### config.mk
export PLATFORM = sky130hd
export DESIGN_NAME = skpq_cell
export DESIGN_NICKNAME = d
export VERILOG_FILES = /design/src/hw/rtl/skpq_pkg.sv /design/src/hw/rtl/skpq_cell.sv
export SDC_FILE = /design/constraint.sdc
export NUM_CORES = 1
export LEC_CHECK = 0
export ABC_AREA = 0
export BUFFER_PORTS_ARGS = -buffer_cell sky130_fd_sc_hd__buf_2
export CORE_AREA = 3 3 79 81
export CTS_CLUSTER_DIAMETER = 30
export DETAILED_ROUTE_END_ITERATION = 6
export DIE_AREA = 0 0 82 84
export MAX_ROUTING_LAYER = met4
export PLACE_DENSITY = 0.78
export SLEW_MARGIN = 20
export SYNTH_ARGS = -nofsm -noshare
export SYNTH_HDL_FRONTEND = slang
export SYNTH_SLANG_ARGS = --single-unit
export TNS_END_PERCENT = 5
### constraint.sdc
create_clock -name clk -period 5.8 [get_ports clk]
set_input_delay 0.87 -clock clk [delete_from_list [all_inputs] [get_ports clk]]
set_output_delay 0.87 -clock clk [all_outputs]
set_load 0.02 [all_outputs]
### src/hw/rtl/skpq_pkg.sv
package skpq_pkg;

  // Operation codes carried on the input tuser field.
  localparam logic [1:0] OP_INSERT = 2'd0;
  localparam logic [1:0] OP_TAKE   = 2'd1;
  localparam logic [1:0] OP_READ   = 2'd2;
  localparam logic [1:0] OP_TEST   = 2'd3;

  // Fixed field widths of the stream items.
  localparam int unsigned OP_W     = 2;
  localparam int unsigned KEY_W    = 32;
  localparam int unsigned COUNT_W  = 8;
  localparam int unsigned IN_W     = 32;
  localparam int unsigned OUT_W    = 48;

  // Command broadcast from the control logic to every cell.
  typedef struct packed {
    logic ins;   // shift right from the lower bound and drop in the new key
    logic take;  // shift every key one cell toward the head
    logic sgn;   // order keys as two's complement
  } skpq_ctl_t;

endpackage

### src/hw/rtl/skpq_cell.sv
module skpq_cell #(
  parameter int unsigned KEY_BITS = 32
) (
  input  logic                clk,
  input  skpq_pkg::skpq_ctl_t ctl,
  input  logic [KEY_BITS-1:0] new_key,
  input  logic                valid,
  input  logic                prev_ge,
  input  logic [KEY_BITS-1:0] prev_key,
  input  logic [KEY_BITS-1:0] next_key,
  output logic [KEY_BITS-1:0] key,
  output logic                ge,
  output logic                match
);
  import skpq_pkg::*;

  logic [KEY_BITS-1:0] key_r;
  logic [KEY_BITS-1:0] key_nxt;
  logic [KEY_BITS-1:0] flip;
  logic [KEY_BITS-1:0] rank_own;
  logic [KEY_BITS-1:0] rank_new;

  // Flipping the sign bit maps two's complement order onto unsigned order.
  assign flip     = KEY_BITS'(ctl.sgn) << (KEY_BITS - 1);
  assign rank_own = key_r ^ flip;
  assign rank_new = new_key ^ flip;

  // An empty cell counts as larger than any key, so the flags stay monotone.
  assign ge    = !valid || (rank_own >= rank_new);
  assign match = valid && (key_r == new_key);
  assign key   = key_r;

  // Shift or load the held key.
  always_comb begin
    key_nxt = key_r;
    if (ctl.ins) begin
      if (prev_ge) begin
        key_nxt = prev_key;
      end else if (ge) begin
        key_nxt = new_key;
      end
    end else if (ctl.take) begin
      key_nxt = next_key;
    end
  end

  always_ff @(posedge clk) begin
    key_r <= key_nxt;
  end

endmodule

=== Word level (Yosys, flattened, before mapping) ===
Cells that the tools add are included.
W data, S select, Z words.

* Register bits after elaboration: 32
* Output and inout bits: 34
* Word-level logic and storage cells: 15

* Equality and inequality tests: 2
* Muxes and demuxes: 4
* Bitwise operators: 2
* Order comparisons: 1
* Reductions and logical operators: 5

{| class="wikitable"
|+ Operators by type and width
! operator !! count
|-
| $mux W32 || 4
|-
| $xor A32 B32 Y32 || 2
|-
| $eq A32 B32 Y1 || 1
|-
| $ge A32 B32 Y1 || 1
|-
| $ne A3 B1 Y1 const B || 1
|-
| $reduce_and A2 Y1 || 1
|-
| $reduce_bool A2 Y1 || 1
|-
| $logic_and A1 B1 Y1 || 1
|-
| $logic_not A1 Y1 || 1
|-
| $logic_or A1 B1 Y1 || 1
|}

=== Logic depth before layout (Yosys ltp) ===
Gate-level depths: netlist of run 1.

* Depth in word-level cells: 6
* Mapped depth: 8

=== Worst setup path before layout of run 1 ===
OpenSTA, ideal clock, no wires.

* Path kind: input-to-reg
* From: input new_key[1]
* To: register key_r[0] (netlist: key[0]), enable pin
* Stages: 8
* Arrival time: 2.950 ns
* Path slack: 2.459 ns
* Library setup time: 0.391 ns
* Cell sequence: inv_1 -> ha_1 -> nor2b_1 -> o211ai_1 -> a2111o_1 -> o211ai_1 -> a31o_1 -> o22a_1

* Longest elaborated chain between the ends: 5

{| class="wikitable"
|+ Ends and longest elaborated chain
! item !! line !! RTL
|-
| from (decl) || skpq_cell.sv:6 || <nowiki>input logic [KEY_BITS-1:0] new_key,</nowiki>
|-
| $xor A32 B32 Y32 || skpq_cell.sv:26 || <nowiki>assign rank_new = new_key ^ flip;</nowiki>
|-
| $ge A32 B32 Y1 || skpq_cell.sv:29 || <nowiki>assign ge = !valid || (rank_own >= rank_new);</nowiki>
|-
| $logic_or A1 B1 Y1 || skpq_cell.sv:29 ||
|-
| net ge || skpq_cell.sv:12 || <nowiki>output logic ge,</nowiki>
|-
| $ne A3 B1 Y1 (no source line) || n/a ||
|-
| $reduce_and A2 Y1 (no source line) || n/a ||
|-
| to (signal assigned) || skpq_cell.sv:48 || <nowiki>key_r <= key_nxt;</nowiki>
|-
| to (decl) || skpq_cell.sv:17 || <nowiki>logic [KEY_BITS-1:0] key_r;</nowiki>
|}

The timed path passes the listed nets, and every way through them passes these cells.
A chain may end at the register's enable or synchronous reset.

=== Final worst setup path of run 1 ===
* From: input new_key[10]
* To: output ge

* Longest elaborated chain between the ends: 3

{| class="wikitable"
|+ Ends and longest elaborated chain
! item !! line
|-
| $xor A32 B32 Y32 || skpq_cell.sv:26
|-
| $ge A32 B32 Y1 || skpq_cell.sv:29
|-
| $logic_or A1 B1 Y1 || skpq_cell.sv:29
|-
| to (decl) || skpq_cell.sv:12
|}

Every way passes these cells.

==> results of run 1 <==
cell type report:
type	count	area (um^2)	area share
Timing Repair Buffer	136	686	0.211
Multi-Input combinational cell	184	1330	0.407
Clock buffer	5	68.8	0.0211
Sequential cell	32	961	0.295
Inverter	33	124	0.0380
Tap cell	72	90.1	0.0277
cells by family (layout without fill, tap and decap cells):
kind of cell    Yosys count  after routing  synth area share
compound gates           59             59             0.133
xor+xnor                  1              1           0.00662
fa+ha+maj                31             31             0.158
buf+inv                  44            174            0.0688
flops                    32             32             0.391
mux                      32             32             0.130
simple gates             61             61             0.112
cell usage after synthesis:
library cell,count,area share
a21oi_1,46,0.094
nor2_1,36,0.055
inv_1,33,0.050
edfxtp_1,32,0.39
mux2i_1,32,0.13
ha_1,31,0.16
nand2_1,8,0.012
clkbuf_1,7,0.011
nand4_1,7,0.018
nand3_1,4,0.0082
o21ai_0,4,0.0082
buf_2,3,0.0061
o211ai_1,2,0.0061
a2111o_1,1,0.0046
a211o_1,1,0.0036
a21o_1,1,0.0031
a221oi_1,1,0.0036
a22oi_1,1,0.0031
a31o_1,1,0.0036
and3b_2,1,0.0041
buf_1,1,0.0015
nand2b_1,1,0.0025
nor2b_1,1,0.0025
nor3_1,1,0.0020
nor4_1,1,0.0025
nor4_2,1,0.0051
o22a_1,1,0.0036
xor2_2,1,0.0066
per-stage QoR:
stage | cells | power (mW) | area (um^2) | setup WS (ns)
after detailed placement | 457 | 0.519 | 3180 | 2.46
final | 462 | 0.662 | 3260 | 2.51
after CTS | 462 | 0.672 | 3250 | 2.45
after global routing | 462 | 0.706 | 3260 | 2.27
after global placement | 457 | 0.511 | 3180 | 2.52
after floorplan | 260 | 0.432 | 2460 | 2.46
path summary, 6_finish.rpt:
kind | startpoint | to | slack [ns] | cells after the start
setup reg to reg | key[9] | key[2] | 3.26 | 8
setup / recovery | new_key[10] | ge | 2.51 | 9
hold reg to reg | key[16] | key[22] | 1.54 | 6
hold / removal | next_key[1] | key[1] | 0.92 | 3
worst register-to-register path: cells and delay by family (launching register included):
family	cells	cell delay [ns]
AOI/OAI and AO/OA	2	0.27
buffers and inverters	1	0.38
DFF	1	0.40
adders and majority gates	1	0.31
and+or+nand+nor	4	0.82
metal layers:
layer  GRT usage  vias up
li1            -     1196
met1       0.203     1016
met2       0.320       96
met3      0.0475        8
met4      0.0453        0
met5           -        -
power by group through the flow:
stage	Clock, mW	Sequential [mW]	Combinational [mW]
2_1_floorplan	0	0.331	0.101
3_3_place_gp	0	0.301	0.210
3_5_place_dp	0	0.303	0.216
4_1_cts	0.156	0.298	0.217
5_1_grt	0.165	0.301	0.240
6_report	0.151	0.298	0.214
==> metrics.yaml, run 1 <==
synth:
  syn-cell-area_mm2: 0.00246
  synthCells: 260
  yosys_warnings: 0
  synth.avg_cell_area_um2: 9.45
  ys_seq_elements: 32
  synth_nets: 393
  seq_area_frac_synth: 0.391
  synth_cell_types: 28
drt:
  viasPerCell: 5.01
  drt_wl_total_mm: 6.12
  wl_met1_mm: 2.40
  route.met2.wl_mm: 3.07
  drc: 0
  via_count: 2316
  ant_nets: 0
  wl_met3_um: 579
  top_layer: "met4"
  drt-pass1-iter-count: 4
  drt_iter0_markers: 50
  routedWlPerCell_um: 13.2
timing:
  skew_ns: 0.00268
  fin_tns_setup_ns: 0
  worst_slew_pin_slew_ns: 0.960
  slew_headroom: 0.360
  final-max-slew-violation-count: 0
  setup_viol: 0
  rsz0062_at_grt: "false"
  post-route-min-period_ns: 3.29
  fmax_mhz: 304
  hold_viol_final: 0
  hold_ws_ns: 0.917
  post-route-period-util: 0.567
worst_setup_path:
  cp_max_fo: 3
  crit_arrival_ns: 2.42
  cp-end-kind: "primary output"
  start_kind: "input pin"
  path_buf_inv: 3
  crit_path_max_incr_delay_ns: 0.38
  path_class: "in -> out"
  crit_chain: "buf_2 -> inv_1 -> ha_1 -> nand4_1 -> nor4_1 -> nand3_1 -> nand4_1 -> a31o_1 -> buf_2"
  cpMaxStageDelayCell: "nor4_1"
  cp.required_ns: 4.93
  cpLargestDelayFamily: "simple AND/OR/NAND/NOR gates"
global_routing:
  grt_pass1_wl_mm: 9.78
  grt_pass1_vias: 2230
  grt_overflow_total: 0
  grt_max_degree: 67
  gr-usage-all-layers: 0.183
  antenna_found_initial: 0
run_status:
  status: "completed"
power:
  clkPwrFrac: 0.228
  p_sw_mw: 0.208
  p_seq_frac: 0.450
  pwr_density_cell_mw_per_mm2: 203
  p_leak_nw: 1.70
  p_sw_frac: 0.314
  intPower_mw: 0.454
  ir_drop_uv: 130
  combinationalPowerShare: 0.323
final_layout:
  largest_reg_flops: 32
  drive_above_1_share: 0.369
  area_delta_synth_final_pct: 32.6
  fillCellCount: 498
  nNetsFinal: 525
  antenna_cells: 0
  final_cell_mix: "buf_2, a21oi_1, nor2_1"
  layout_commonest_cell: "buf_2"
  fin_util: 0.588
floorplan:
  core_mm2: 0.00554
  num_io_pins: 136
  initial_utilization: 0.443
  die-area_mm2: 0.00689
  die_w_um: 82
  rows: 27
  die_y_um: 84
clock_tree:
  clockBufferDepth: 2
  cts_setup_buffers: 0
  cts.sinks: 32
  ctsHoldBuffers: 0
  clock_latency_ns: 0.27
  cts_root_buf: "clkbuf_8"
  cts_resized: 0
  htree_levels: 2
  cts_tree: "yes"
  clk_pin_slew_ns: 0.06
  numCtsBuffers: 5
flow_run:
  maxCapViolCount: 0
placed_design:
  gp_congestion: 0.798
  numPortBuffers: 135
  dp_hpwl_mm: 4.96
hold_path:
  hp-class: "in -> reg"
Note: power is estimated with default switching activity, not from simulation.
==> inputs of run 2 (changes only) <==
ABC_AREA = 1   (was 0)
CORE_AREA = 3 3 83 85   (was 3 3 79 81)
DIE_AREA = 0 0 86 88   (was 0 0 82 84)
PLACE_DENSITY = 0.76   (was 0.78)
clock period = 2.91 ns   (was 5.8 ns; I/O delays follow)
==> run 2 against run 1 <==
Global-route usage up 0.38 points. Combinational power increased by 110%. Setup slack worse by 1.9 ns. Highest routed layer unchanged.
==> metrics.yaml, run 2 <==
run_status:
  status: "completed"
timing:
  final-max-slew-violation-count: 0
  post-route-min-period_ns: 2.32
  skew_ns: 0.00905
  slew_headroom: 0.504
  post-route-period-util: 0.798
  rsz0062_at_grt: "false"
  hold_viol_final: 0
  setup_viol: 0
  fin_ws_ns: 0.588
  worst_slew_pin_slew_ns: 0.744
  fmax_mhz: 431
  fin_tns_setup_ns: 0
floorplan:
  num_io_pins: 136
  die_w_um: 86
  core_mm2: 0.00628
  rows: 29
  die_y_um: 88
  die-area_mm2: 0.00757
  initial_utilization: 0.404
clock_tree:
  ctsHoldBuffers: 0
  numCtsBuffers: 5
  htree_levels: 2
  cts.sinks: 32
  cts_root_buf: "clkbuf_8"
  clock_latency_ns: 0.28
  cts_setup_buffers: 0
  clockBufferDepth: 2
  clk_pin_slew_ns: 0.07
  cts_tree: "yes"
  cts_resized: 0
drt:
  ant_nets: 0
  via_count: 2676
  routedWlPerCell_um: 12.4
  drc: 0
  drt-pass1-iter-count: 4
  drt_iter0_markers: 94
  viasPerCell: 4.83
  drt_wl_total_mm: 6.88
synth:
  synth_edf_count: 32
  synth.avg_cell_area_um2: 7.42
  netlist_top_cells_count: "nand2_1, o21ai_0, inv_1, nor2_1, edfxtp_1"
  synth_cell_types: 21
  synthCells: 342
  synthTopCellsByArea: "edfxtp_1, ha_1, o21ai_0, nand2_1, inv_1"
  syn-cell-area_mm2: 0.00254
  yosysTopAreaCell: "edfxtp_1"
  seq_area_frac_synth: 0.379
  ys.flop_type: "edfxtp_1"
  synth.most_common_cell: "nand2_1"
  synth_top_area_share: 0.379
  synth_nets: 475
  async_flop_share: 0
  ys_seq_elements: 32
  yosys_warnings: 0
worst_setup_path:
  crit_top_cell: "nand2_1"
  cp_max_fo: 2
  path_buf_inv: 1
  crit_arrival_ns: 1.89
  cp.required_ns: 2.47
  crit_path_max_incr_delay_ns: 0.41
  crit_chain: "ha_1 -> nand2_1 -> nor2_1 -> nand2_1 -> nor2_1 -> nand3_1 -> nand2_1 -> nor2_2 -> nand2_1 -> buf_2"
  start_kind: "register"
  cp-end-kind: "primary output"
  cpMaxStageDelayCell: "edfxtp_1"
  cpLargestDelayFamily: "simple AND/OR/NAND/NOR gates"
  path_class: "reg -> out"
final_layout:
  drive_above_1_share: 0.317
  antenna_cells: 0
  area_delta_synth_final_pct: 33.4
  nNetsFinal: 609
  layout_commonest_cell: "buf_2"
  largest_reg_flops: 32
  final_cell_mix: "buf_2, nand2_1, o21ai_0"
global_routing:
  grt_pass1_wl_mm: 11.1
  antenna_found_initial: 0
  grt_max_degree: 35
  gr-usage-all-layers: 0.187
  grt_pass1_vias: 2521
  grt_overflow_total: 0
placed_design:
  gp_congestion: 0.797
  place_ws_ns: 0.650
  numPortBuffers: 135
  dp_hpwl_mm: 5.47
power:
  p_leak_nw: 1.81
  ir_drop_uv: 250
  pwr_density_cell_mw_per_mm2: 402
flow_run:
  maxCapViolCount: 0
hold_path:
  hp-class: "in -> reg"
[run 2: changes by cell type after synthesis, moves of 3 or more]
cell	previous run	this run
a21oi_1	46	10
clkbuf_1	7	11
o21ai_0	4	63
nand2_1	8	77
nor2_1	36	47
mux2i_1	32	0
inv_1	33	50
nand4_1	7	0
nand3_1	4	7
[run 2: per-layer routing]
metal,GRT usage,vias up,wire length [um]
met1,0.220,1200,2920
met4,0.0504,0,20
met2,0.334,87,3520
li1,-,1387,-
met5,-,-,0
met3,0.0245,2,426
[run 2: cells by family (layout without fill, tap and decap cells)]
kind of cell             Yosys count  count (layout)  synth area share
AND/OR/NAND/NOR                  139             139             0.219
AO/OA/AOI/OAI                     78              78             0.157
buffers and inverters             62             197            0.0923
adder cells (fa/ha/maj)           31              31             0.153
flip-flops                        32              32             0.379
[run 2: worst paths after layout]
kind | start | cells past startpoint | to | slack [ns]
hold / removal | next_key[14] | 3 | key[14] | 0.43
setup reg to reg | key[15] | 12 | key[5] | 0.79
setup / recovery | key[15] | 10 | ge | 0.59
hold reg to reg | key[11] | 10 | key[24] | 1.36
[run 2: final cells by class]
type	instances	area, um^2
Clock buffer	7	76.3
Clock inverter	1	3.75
Fill cell	632	2890
Inverter	50	188
Multi-Input combinational cell	248	1340
Sequential cell	32	961
Tap cell	77	96.3
Timing Repair Buffer	139	718
[run 2: through the flow]
stage               power [mW]  area (um^2)  utilization  instances  hold WS (ns)
finish                    1.36         3380        0.539        554         0.433
detailed placement        1.06         3300        0.526        546         0.718
floorplan                0.868         2540            -        342         0.628
global placement          1.04         3300        0.526        546         0.717
global route              1.46         3380        0.539        554         0.440
CTS                       1.38         3380        0.539        554         0.421
[run 2: power breakdown]
part	switching (mW)	total (mW)	internal (mW)
registers	0.0277	0.599	0.571
clock network	0.154	0.320	0.166
logic	0.263	0.442	0.179
total	0.445	1.36	0.916
[run 2: worst reg2reg max path: stages, from the launching register on]
cell and delay, ns:
edfxtp_1 0.41, ha_1 0.32, nand2_1 0.07, nor2_1 0.13
nand2_1 0.09, nor2_1 0.12, nand3_1 0.10, nand2_1 0.10
nor2_2 0.05, nand3_1 0.07, nand2_1 0.05, inv_1 0.09
buf_12 0.21
